File: src/pdr_pkg.sv
// pdr_pkg: shared constants and the cordic arctangent table for the
// planar dead-reckoning block; no dependencies
package pdr_pkg;

	localparam int CORDIC_STEPS = 16;
	localparam int ITER_W = (CORDIC_STEPS > 1) ? $clog2(CORDIC_STEPS) : 1;

	localparam int TIME_W = 32;
	localparam int SPEED_W = 18;
	localparam int RATE_W = 32;
	localparam int POS_W = 48;
	localparam int ANG_W = 32;
	localparam int GAIN_W = 16;

	localparam int CFG_IDX_W = 8;
	localparam int CFG_DATA_W = 32;

	localparam logic [CFG_IDX_W-1:0] REG_SPEED_GAIN = 8'd0;
	localparam logic [CFG_IDX_W-1:0] REG_INIT_HEADING = 8'd1;

	localparam logic [GAIN_W-1:0] GAIN_RESET = 16'd16384;
	localparam logic signed [33:0] KINV_Q30 = 34'sh026DD3B6A;

	// binary-angle arctangent of 2^-i, 2^-32 turn
	function automatic logic [31:0] atan_entry(input logic [4:0] i);
		logic [31:0] r;
		case (i)
			5'd0: r = 32'h20000000;
			5'd1: r = 32'h12E4051E;
			5'd2: r = 32'h09FB385B;
			5'd3: r = 32'h051111D4;
			5'd4: r = 32'h028B0D43;
			5'd5: r = 32'h0145D7E1;
			5'd6: r = 32'h00A2F61E;
			5'd7: r = 32'h00517C55;
			5'd8: r = 32'h0028BE53;
			5'd9: r = 32'h00145F2F;
			5'd10: r = 32'h000A2F98;
			5'd11: r = 32'h000517CC;
			5'd12: r = 32'h00028BE6;
			5'd13: r = 32'h000145F3;
			5'd14: r = 32'h0000A2FA;
			5'd15: r = 32'h0000517D;
			5'd16: r = 32'h000028BE;
			5'd17: r = 32'h0000145F;
			5'd18: r = 32'h00000A30;
			5'd19: r = 32'h00000518;
			5'd20: r = 32'h0000028C;
			5'd21: r = 32'h00000146;
			5'd22: r = 32'h000000A3;
			5'd23: r = 32'h00000051;
			5'd24: r = 32'h00000029;
			5'd25: r = 32'h00000014;
			5'd26: r = 32'h0000000A;
			5'd27: r = 32'h00000005;
			5'd28: r = 32'h00000003;
			5'd29: r = 32'h00000001;
			5'd30: r = 32'h00000001;
			default: r = 32'h00000000;
		endcase
		return r;
	endfunction

endpackage

File: src/pdr_if.sv
// pdr_if: valid/ready channel interfaces for samples, results and
// register writes; depends on pdr_pkg for field widths
interface pdr_sample_if;
	logic valid;
	logic ready;
	logic [pdr_pkg::TIME_W-1:0] sample_time;
	logic signed [pdr_pkg::SPEED_W-1:0] speed;
	logic signed [pdr_pkg::RATE_W-1:0] yaw_rate;
	logic first_sample;

	modport source (output valid, sample_time, speed, yaw_rate, first_sample, input ready);
	modport sink (input valid, sample_time, speed, yaw_rate, first_sample, output ready);
endinterface

interface pdr_result_if;
	logic valid;
	logic ready;
	logic signed [pdr_pkg::POS_W-1:0] pos_x;
	logic signed [pdr_pkg::POS_W-1:0] pos_y;
	logic [pdr_pkg::ANG_W-1:0] heading_now;

	modport source (output valid, pos_x, pos_y, heading_now, input ready);
	modport sink (input valid, pos_x, pos_y, heading_now, output ready);
endinterface

interface pdr_cfg_if;
	logic valid;
	logic ready;
	logic [pdr_pkg::CFG_IDX_W-1:0] index;
	logic [pdr_pkg::CFG_DATA_W-1:0] data;

	modport source (output valid, index, data, input ready);
	modport sink (input valid, index, data, output ready);
endinterface

File: src/planar_dead_reckoning.sv
// planar_dead_reckoning: 2-d dead-reckoning integrator built around one
// shared 35x17 multiplier and an iterative cordic under a small sequencer
// depends on pdr_pkg and the channel interfaces in pdr_if.sv
//
// usage:
//  - smp carries one timestamped sample (time, speed, yaw rate, first flag)
//  - res returns one result per sample: x/y displacement and heading
//  - cfg writes speed_gain (index 0) or initial_heading (index 1); other
//    indexes are dropped; cfg.ready is always high, write only while idle
// sequence:
//  - a first sample goes from acceptance straight to the final step, which
//    loads the output register and then returns the sequencer to idle
//  - any other sample runs the heading product, the speed-gain product,
//    one cordic iteration a cycle, a saturation step, then four split
//    products per axis; every product goes through the one multiplier
//  - smp.ready is high only while the sequencer is idle, so a new sample
//    is not accepted until the sequencer is through with the previous one
// reset clears the run state and loads speed_gain with 1.0
// the result sits in an output register; a stalled receiver holds it there
// while the next sample is accepted and worked on, and the sequencer waits
// at its last step only if that next result is ready before the old one left
module planar_dead_reckoning (
	input logic clk,
	input logic arst_n,
	pdr_sample_if.sink smp,
	pdr_result_if.source res,
	pdr_cfg_if.sink cfg
);
	import pdr_pkg::*;

	localparam logic [3:0] S_IDLE = 4'd0;
	localparam logic [3:0] S_H_HI = 4'd1;
	localparam logic [3:0] S_H_LO = 4'd2;
	localparam logic [3:0] S_H_ADD = 4'd3;
	localparam logic [3:0] S_VG = 4'd4;
	localparam logic [3:0] S_CORD = 4'd5;
	localparam logic [3:0] S_CSAT = 4'd6;
	localparam logic [3:0] S_C_HI = 4'd7;
	localparam logic [3:0] S_C_LO = 4'd8;
	localparam logic [3:0] S_C_ADD = 4'd9;
	localparam logic [3:0] S_D_HI = 4'd10;
	localparam logic [3:0] S_D_LO = 4'd11;
	localparam logic [3:0] S_D_ADD = 4'd12;
	localparam logic [3:0] S_DONE = 4'd13;

	localparam logic signed [33:0] Q30_POS = 34'sh040000000;
	localparam logic signed [33:0] Q30_NEG = -34'sh040000000;
	localparam logic signed [49:0] POS_MAX50 = 50'sh00007FFFFFFFFFFF;
	localparam logic signed [49:0] POS_MIN50 = -50'sh000800000000000;
	localparam logic [ITER_W-1:0] ITER_LAST = ITER_W'(CORDIC_STEPS - 1);
	localparam logic [ITER_W-1:0] ITER_ONE = ITER_W'(1);

	logic [3:0] state_q;
	logic [ITER_W-1:0] iter_q;
	logic sel_y_q;
	logic out_valid_q;

	logic [GAIN_W-1:0] gain_q;
	logic [ANG_W-1:0] init_heading_q;

	logic [TIME_W-1:0] prev_time_q;
	logic signed [SPEED_W-1:0] prev_speed_q;
	logic [ANG_W-1:0] heading_q;
	logic signed [POS_W-1:0] acc_x_q;
	logic signed [POS_W-1:0] acc_y_q;

	logic [TIME_W-1:0] dt_q;
	logic signed [RATE_W-1:0] rate_q;
	logic signed [SPEED_W-1:0] vspd_q;
	logic signed [33:0] vg_q;
	logic signed [34:0] v_q;
	logic signed [31:0] cos_q;
	logic signed [31:0] sin_q;
	logic signed [33:0] cx_q;
	logic signed [33:0] cy_q;
	logic signed [33:0] cz_q;
	logic flip_q;

	logic signed [51:0] prod_q;
	logic signed [67:0] big_q;

	logic signed [POS_W-1:0] pos_x_q;
	logic signed [POS_W-1:0] pos_y_q;
	logic [ANG_W-1:0] heading_out_q;

	logic signed [34:0] mul_a;
	logic signed [16:0] mul_b;
	logic signed [31:0] c_sel;
	logic signed [67:0] sum68;
	logic signed [48:0] inc49;
	logic signed [49:0] acc_sel50;
	logic signed [49:0] acc_sum50;
	logic signed [POS_W-1:0] acc_sat;
	logic signed [33:0] sh_x;
	logic signed [33:0] sh_y;
	logic signed [33:0] atan_z;
	logic signed [33:0] xf;
	logic signed [33:0] yf;
	logic [ANG_W-1:0] h_fold;
	logic h_flip;
	logic in_take;
	logic out_free;

	assign smp.ready = (state_q == S_IDLE);
	assign cfg.ready = 1'b1;
	assign res.valid = out_valid_q;
	assign res.pos_x = pos_x_q;
	assign res.pos_y = pos_y_q;
	assign res.heading_now = heading_out_q;

	assign in_take = smp.valid && smp.ready;
	assign out_free = !out_valid_q || res.ready;

	assign c_sel = sel_y_q ? sin_q : cos_q;

	// operand select for the shared multiplier
	always_comb begin
		case (state_q)
			S_H_HI: begin
				mul_a = {{3{rate_q[31]}}, rate_q};
				mul_b = {1'b0, dt_q[31:16]};
			end
			S_H_LO: begin
				mul_a = {{3{rate_q[31]}}, rate_q};
				mul_b = {1'b0, dt_q[15:0]};
			end
			S_H_ADD: begin
				mul_a = {{17{vspd_q[17]}}, vspd_q};
				mul_b = {1'b0, gain_q};
			end
			S_C_HI: begin
				mul_a = {vg_q[33], vg_q};
				mul_b = {c_sel[31], c_sel[31:16]};
			end
			S_C_LO: begin
				mul_a = {vg_q[33], vg_q};
				mul_b = {1'b0, c_sel[15:0]};
			end
			S_D_HI: begin
				mul_a = v_q;
				mul_b = {1'b0, dt_q[31:16]};
			end
			S_D_LO: begin
				mul_a = v_q;
				mul_b = {1'b0, dt_q[15:0]};
			end
			default: begin
				mul_a = '0;
				mul_b = '0;
			end
		endcase
	end

	// high partial product already shifted up by 16 in big_q
	assign sum68 = big_q + {{16{prod_q[51]}}, prod_q};
	assign inc49 = sum68[66:18];
	assign acc_sel50 = sel_y_q ? {{2{acc_y_q[47]}}, acc_y_q} : {{2{acc_x_q[47]}}, acc_x_q};
	assign acc_sum50 = acc_sel50 + {inc49[48], inc49};

	always_comb begin
		if (acc_sum50 > POS_MAX50) begin
			acc_sat = POS_MAX50[47:0];
		end else if (acc_sum50 < POS_MIN50) begin
			acc_sat = POS_MIN50[47:0];
		end else begin
			acc_sat = acc_sum50[47:0];
		end
	end

	// shared cordic shifter and angle table
	assign sh_x = cy_q >>> iter_q;
	assign sh_y = cx_q >>> iter_q;
	assign atan_z = {2'b00, atan_entry(5'(iter_q))};

	// fold the heading into a quarter turn either side of zero
	assign h_flip = heading_q[31] ^ heading_q[30];
	assign h_fold = h_flip ? (heading_q + 32'h8000_0000) : heading_q;

	assign xf = flip_q ? -cx_q : cx_q;
	assign yf = flip_q ? -cy_q : cy_q;

	always_ff @(posedge clk or negedge arst_n) begin
		if (!arst_n) begin
			gain_q <= GAIN_RESET;
			init_heading_q <= '0;
		end else if (cfg.valid && cfg.ready) begin
			if (cfg.index == REG_SPEED_GAIN) begin
				gain_q <= cfg.data[GAIN_W-1:0];
			end else if (cfg.index == REG_INIT_HEADING) begin
				init_heading_q <= cfg.data[ANG_W-1:0];
			end
		end
	end

	always_ff @(posedge clk) begin
		prod_q <= 52'(mul_a) * 52'(mul_b);
	end

	always_ff @(posedge clk or negedge arst_n) begin
		if (!arst_n) begin
			state_q <= S_IDLE;
			iter_q <= '0;
			sel_y_q <= 1'b0;
			out_valid_q <= 1'b0;
			prev_time_q <= '0;
			prev_speed_q <= '0;
			heading_q <= '0;
			acc_x_q <= '0;
			acc_y_q <= '0;
		end else begin
			if (state_q == S_DONE && out_free) begin
				out_valid_q <= 1'b1;
			end else if (res.ready) begin
				out_valid_q <= 1'b0;
			end
			case (state_q)
				S_IDLE: begin
					if (in_take) begin
						prev_time_q <= smp.sample_time;
						prev_speed_q <= smp.speed;
						sel_y_q <= 1'b0;
						if (smp.first_sample) begin
							acc_x_q <= '0;
							acc_y_q <= '0;
							heading_q <= init_heading_q;
							state_q <= S_DONE;
						end else begin
							state_q <= S_H_HI;
						end
					end
				end
				S_H_HI: state_q <= S_H_LO;
				S_H_LO: state_q <= S_H_ADD;
				S_H_ADD: begin
					heading_q <= heading_q + sum68[43:12];
					state_q <= S_VG;
				end
				S_VG: begin
					iter_q <= '0;
					state_q <= S_CORD;
				end
				S_CORD: begin
					iter_q <= iter_q + ITER_ONE;
					if (iter_q == ITER_LAST) begin
						state_q <= S_CSAT;
					end
				end
				S_CSAT: state_q <= S_C_HI;
				S_C_HI: state_q <= S_C_LO;
				S_C_LO: state_q <= S_C_ADD;
				S_C_ADD: state_q <= S_D_HI;
				S_D_HI: state_q <= S_D_LO;
				S_D_LO: state_q <= S_D_ADD;
				S_D_ADD: begin
					if (sel_y_q) begin
						acc_y_q <= acc_sat;
						state_q <= S_DONE;
					end else begin
						acc_x_q <= acc_sat;
						sel_y_q <= 1'b1;
						state_q <= S_C_HI;
					end
				end
				S_DONE: begin
					if (out_free) begin
						state_q <= S_IDLE;
					end
				end
				default: state_q <= S_IDLE;
			endcase
		end
	end

	// datapath registers, no reset needed
	always_ff @(posedge clk) begin
		case (state_q)
			S_IDLE: begin
				dt_q <= smp.sample_time - prev_time_q;
				rate_q <= smp.yaw_rate;
				vspd_q <= prev_speed_q;
			end
			S_H_LO, S_C_LO, S_D_LO: begin
				big_q <= {prod_q, 16'd0};
			end
			S_VG: begin
				vg_q <= prod_q[33:0];
				flip_q <= h_flip;
				cx_q <= KINV_Q30;
				cy_q <= '0;
				cz_q <= {{2{h_fold[31]}}, h_fold};
			end
			S_CORD: begin
				if (!cz_q[33]) begin
					cx_q <= cx_q - sh_x;
					cy_q <= cy_q + sh_y;
					cz_q <= cz_q - atan_z;
				end else begin
					cx_q <= cx_q + sh_x;
					cy_q <= cy_q - sh_y;
					cz_q <= cz_q + atan_z;
				end
			end
			S_CSAT: begin
				if (xf > Q30_POS) begin
					cos_q <= Q30_POS[31:0];
				end else if (xf < Q30_NEG) begin
					cos_q <= Q30_NEG[31:0];
				end else begin
					cos_q <= xf[31:0];
				end
				if (yf > Q30_POS) begin
					sin_q <= Q30_POS[31:0];
				end else if (yf < Q30_NEG) begin
					sin_q <= Q30_NEG[31:0];
				end else begin
					sin_q <= yf[31:0];
				end
			end
			S_C_ADD: begin
				v_q <= sum68[64:30];
			end
			default: begin
			end
		endcase
	end

	always_ff @(posedge clk) begin
		if (state_q == S_DONE && out_free) begin
			pos_x_q <= acc_x_q;
			pos_y_q <= acc_y_q;
			heading_out_q <= heading_q;
		end
	end

	// a first-sample transaction loads the configured heading
	a_first_heading: assert property (@(posedge clk) disable iff (!arst_n)
		(in_take && smp.first_sample) |=> (heading_q == $past(init_heading_q)))
		else $error("first sample did not load initial heading");

	// an accepted sample always leaves idle
	a_accept_busy: assert property (@(posedge clk) disable iff (!arst_n)
		in_take |=> (state_q != S_IDLE))
		else $error("sequencer stayed idle after accepting a sample");

	// cordic iterations advance by one each cycle
	a_cord_step: assert property (@(posedge clk) disable iff (!arst_n)
		(state_q == S_CORD && iter_q != ITER_LAST) |=>
		(state_q == S_CORD && iter_q == $past(iter_q) + ITER_ONE))
		else $error("cordic iteration count skipped");

	// a new result only appears from the final step
	a_result_src: assert property (@(posedge clk) disable iff (!arst_n)
		$rose(out_valid_q) |-> ($past(state_q) == S_DONE))
		else $error("result raised outside the final step");

endmodule
File: src/flat_wrapper.sv
// flat-port wrapper written by rule: the top's interface ports become plain ports
module planar_dead_reckoning_flat import pdr_pkg::*;
  (clk, arst_n, smp_valid, smp_sample_time, smp_speed, smp_yaw_rate, smp_first_sample, smp_ready, res_valid, res_pos_x, res_pos_y, res_heading_now, res_ready, cfg_valid, cfg_index, cfg_data, cfg_ready);
  pdr_sample_if smp_i ();
  pdr_result_if res_i ();
  pdr_cfg_if cfg_i ();
  input logic clk;
  input logic arst_n;
  input wire logic [$bits(smp_i.valid)-1:0] smp_valid;
  input wire logic [$bits(smp_i.sample_time)-1:0] smp_sample_time;
  input wire logic [$bits(smp_i.speed)-1:0] smp_speed;
  input wire logic [$bits(smp_i.yaw_rate)-1:0] smp_yaw_rate;
  input wire logic [$bits(smp_i.first_sample)-1:0] smp_first_sample;
  output wire logic [$bits(smp_i.ready)-1:0] smp_ready;
  output wire logic [$bits(res_i.valid)-1:0] res_valid;
  output wire logic [$bits(res_i.pos_x)-1:0] res_pos_x;
  output wire logic [$bits(res_i.pos_y)-1:0] res_pos_y;
  output wire logic [$bits(res_i.heading_now)-1:0] res_heading_now;
  input wire logic [$bits(res_i.ready)-1:0] res_ready;
  input wire logic [$bits(cfg_i.valid)-1:0] cfg_valid;
  input wire logic [$bits(cfg_i.index)-1:0] cfg_index;
  input wire logic [$bits(cfg_i.data)-1:0] cfg_data;
  output wire logic [$bits(cfg_i.ready)-1:0] cfg_ready;
  assign smp_i.valid = smp_valid;
  assign smp_i.sample_time = smp_sample_time;
  assign smp_i.speed = smp_speed;
  assign smp_i.yaw_rate = smp_yaw_rate;
  assign smp_i.first_sample = smp_first_sample;
  assign smp_ready = smp_i.ready;
  assign res_valid = res_i.valid;
  assign res_pos_x = res_i.pos_x;
  assign res_pos_y = res_i.pos_y;
  assign res_heading_now = res_i.heading_now;
  assign res_i.ready = res_ready;
  assign cfg_i.valid = cfg_valid;
  assign cfg_i.index = cfg_index;
  assign cfg_i.data = cfg_data;
  assign cfg_ready = cfg_i.ready;
  planar_dead_reckoning u_core (.clk(clk), .arst_n(arst_n), .smp(smp_i), .res(res_i), .cfg(cfg_i));
endmodule
File: config.mk
export PLATFORM = sky130hd
export DESIGN_NAME = planar_dead_reckoning_flat
export DESIGN_NICKNAME = d
export VERILOG_FILES = /design/src/pdr_pkg.sv /design/src/pdr_if.sv /design/src/planar_dead_reckoning.sv /design/src/flat_wrapper.sv
export SDC_FILE = /design/constraint.sdc
export NUM_CORES = 2
export LEC_CHECK = 0
export ABC_AREA = 1
export ABC_CLOCK_PERIOD_IN_PS = 8600
export BUFFER_PORTS_ARGS = -buffer_cell sky130_fd_sc_hd__clkbuf_2
export CAP_MARGIN = 0
export CELL_PAD_IN_SITES_DETAIL_PLACEMENT = 1
export CELL_PAD_IN_SITES_GLOBAL_PLACEMENT = 2
export CORE_MARGIN = 2
export CORE_UTILIZATION = 39
export DETAILED_ROUTE_END_ITERATION = 6
export GPL_TIMING_DRIVEN = 1
export MAX_ROUTING_LAYER = met4
export PLACE_DENSITY = 0.91
export SYNTH_ARGS = -nofsm -noshare
export SYNTH_HDL_FRONTEND = slang
export SYNTH_SLANG_ARGS = --single-unit
File: constraint.sdc
create_clock -name clk -period 8.6 [get_ports clk]
set_input_delay 2.15 -clock clk [delete_from_list [all_inputs] [get_ports clk]]
set_output_delay 2.15 -clock clk [all_outputs]
set_load 0.005 [all_outputs]
==> key figures <==
Clocking
  • Sink Count: just under 800
  • TritonCTS Buffers: 96
  • CTS tree: built
  • Reg clk slew, reported paths: roughly 80 ps
  • Maximum clock insertion buffer count: 3
  • Skew-Pair Late Insertion Delay: just under 800 ps
  • Clk root buf: clkbuf_16
  • H-tree depth: 3

Timing
  • Final Setup Violations: 0
  • Setup Skew: 72.3 ps
  • Worst slew pin tran: 1330 ps
  • Hold Fails Final Rpt: 0
  • Final period util: a little over nine tenths
  • RSZ-0062 raised after global routing: no
  • Final Max Tran Viols: 0
  • Relative slew slack: roughly 11%
  • Setup TNS: 0 ps
  • Fin Hold WS: 421 ps
  • Tmin final: about 8000 ps
  • F_max: 0.121 GHz

Worst setup path
  • Arrival time at the worst endpoint: 8940 ps
  • Worst path required time: 9300 ps
  • CP Max Fanout: 16
  • Crit Path Class: reg -> reg
  • CP Capture Type: flop
  • CP Buf/Inv Count: 8
  • R2R depth: 30
  • Crit. Startpoint: u_core.state_q[2]
  • Reg-to-reg startpoint: u_core.state_q[2]
  • Reg2reg end: u_core.prod_q[50]
  • R2R Setup Slk: 360 ps
  • CP delay by family, top: adder cells
  • CP startpoint kind: flop
  • CP peak stage delay: 580 ps
  • Crit-path slowest cell: nor2_4

Detailed routing
  • Via-to-Cell Ratio: roughly 5.4
  • Avg WL per Cell: roughly 24 um
  • DRC errors left: 0
  • TritonRoute pass-1 iters: 5
  • DR vias: 66,000
  • Routed wire length: between 200 and 300 mm
  • 1st-iter DRT viols: 4,653
  • Antenna Violating Nets Remaining: 0

Status
  • Status: completed

Synth
  • Synth area leader: edfxtp_1
  • Total number of yosys warnings: 0
  • EDFF count, synth: 497
  • Avg Cell Area, Syn: 7.84 um^2
  • Distinct cells, synth: between 60 and 70
  • Synthesized Nets: about 10,000
  • Post-Syn Instances: 9,292
  • Register area share after synthesis: 30.0%
  • Synth area leaders: edfxtp_1, fa_1, nand2_1
  • Primary FF master, synth: edfxtp_1
  • Asr flop ratio synth: 30.1%
  • Number of synthesized register bits: 785
  • Top cell type's share of synthesized area: about a fifth
  • Mapped Area: 72,800 um^2

Final layout
  • Fill count: 22,900
  • Sequential Area: 21,900 um^2
  • Fin cells: about 12,000
  • Multi-input gate area: 44,600 um^2
  • Final instance area: 81,000 um^2
  • Nets: roughly 11,000
  • Area grow syn2layout: 11.2%
  • Layout cells sized above 1: 8.73%

Floorplan
  • Die Wd: 436 um
  • Die Span Y: 436 um
  • Starting density of the core: 39.3%
  • Boundary Pins: 259
  • Die ar.: 190,000 um^2
  • Std-Cell Core Area: around 190,000 um^2
  • Cell Rows: 158

Place
  • Area post-placement: 77,500 um^2
  • Dpl hpwl: 236 mm
  • Placed cell count: 11,900
  • Routability cong.: 1.08
  • IO Port Bufs: 257

Run
  • Max-Cap Viols: 0

Global route
  • First-pass GRT wire length: 440 mm
  • Initial antenna violation count: 5
  • All-layer global routing usage: 31.5%
  • Congestion Overflow GR: 0
  • Vias in the first global route: 69,900
  • Largest net degree at the start of global routing: 124

Worst hold path
  • Hold Crit Class: reg -> reg
  • Hold path cells: 0
  • Hold path start: u_core.prod_q[0]
  • Hold endpoint: u_core.vg_q[0]
==> area by class of cell <==
type	instances	area share (%)
clock inverter	63	1.08
sequential	785	27.0
antenna	4	0.0124
timing repair buffer	430	3.42
multi-input combinational	6864	55.1
clock buffer	119	3.20
tap	2480	3.83
inverter	1365	6.34
==> worst register-to-register path, delay by kind of cell (launching register included) <==
family / cells / cell delay [ps]
adders and majority gates: 7 / 3520
and+or+nand+nor: 8 / 1730
AOI/OAI and AO/OA: 6 / 1290
buffers and inverters: 8 / 1070
DFF: 1 / 430
xor gates and xnor gates: 1 / 170
==> flip-flops by register name (all words and copies together), names as in the netlist, 35 cells and up <==
signal,flops
u_core.res.pos_x,48
u_core.acc_x_q,48
u_core.acc_y_q,48
u_core.prod_q,52
u_core.res.pos_y,48
u_core.big_q,51
u_core.v_q,35
==> metal layers <==
metal / GRT usage, % / share of wire [%] / routed length (um)
met1: 36.9 / 40 / 118000
met2: 52.6 / 49 / 143000
met3: 4.21 / 4.9 / 14500
met4: 16.7 / 6.2 / 18300
met5: - / 0 / 0
==> worst max path at each step <==
stage | to | slack, ps | cells past startpoint
CTS | u_core.prod_q[47] | 230 | 30
floorplan | u_core.res.heading_now[0] | 490 | 2
global route | u_core.prod_q[51] | 60 | 31
detailed placement | u_core.prod_q[47] | 200 | 30
finish | u_core.prod_q[50] | 360 | 30
global placement | u_core.prod_q[44] | 380 | 28
==> Yosys cell counts (96+ instances only) <==
cell type	number
nor2_2	96
xnor2_1	109
nand2_1	2308
clkbuf_1	141
a21oi_1	528
nor2_1	973
ha_1	392
xor2_1	219
inv_1	1320
edfxtp_1	497
dfrtp_1	235
fa_1	574
nand3_1	632
o21ai_0	447
==> per-stage QoR <==
| step | util [%] | setup slack [ps] |
|---|---|---|
| after floorplan | - | 492 |
| after global placement | 41.8 | 384 |
| after detailed placement | 41.8 | 204 |
| after CTS | 43.6 | 234 |
| after global routing | 43.7 | 57.3 |
| final | 43.7 | 355 |
==> kinds of logic after synthesis <==
logic type                 count (synthesis)  share of synthesized area [%]
and+or+nand+nor                         4247                           24.2
buffers and inverters                   1643                           8.90
AOI/OAI and AO/OA                       1320                           10.4
adders and majority gates                966                           22.5
DFF                                      785                           30.0
xor gates and xnor gates                 328                           3.94
muxes                                      2                         0.0309
other                                      1                        0.00515
==> placed cells by master (no fill, tap or decap), drive strengths merged, types with 13 or more instances in the layout <==
cell | Yosys | layout
a21boi | 19 | 19
a21o | 50 | 50
a21oi | 533 | 533
a221oi | 26 | 26
a22o | 33 | 33
a31oi | 45 | 45
buf | 137 | 174
bufinv | 0 | 14
clkbuf | 141 | 375
clkinv | 7 | 34
dfrtp | 235 | 235
dfxtp | 52 | 52
edfxtp | 497 | 497
fa | 574 | 574
ha | 392 | 392
inv | 1358 | 1371
nand2 | 2327 | 2327
nand3 | 634 | 634
nand3b | 13 | 13
nand4 | 53 | 53
nor2 | 1080 | 1080
nor3 | 83 | 83
nor4 | 20 | 20
o211ai | 21 | 21
o21a | 32 | 32
o21ai | 471 | 471
o21bai | 34 | 34
or2 | 15 | 15
xnor2 | 109 | 109
xor2 | 219 | 219
==> what timing repair did <==
action	in CTS	in global routing
hold buffers	0	0
resized for setup	0	5
setup endpoints to repair	0	9
buffers inserted	0	4
Power is not shown: default switching activity piles up to over one toggle a cycle in this logic, so the estimate is an artifact.
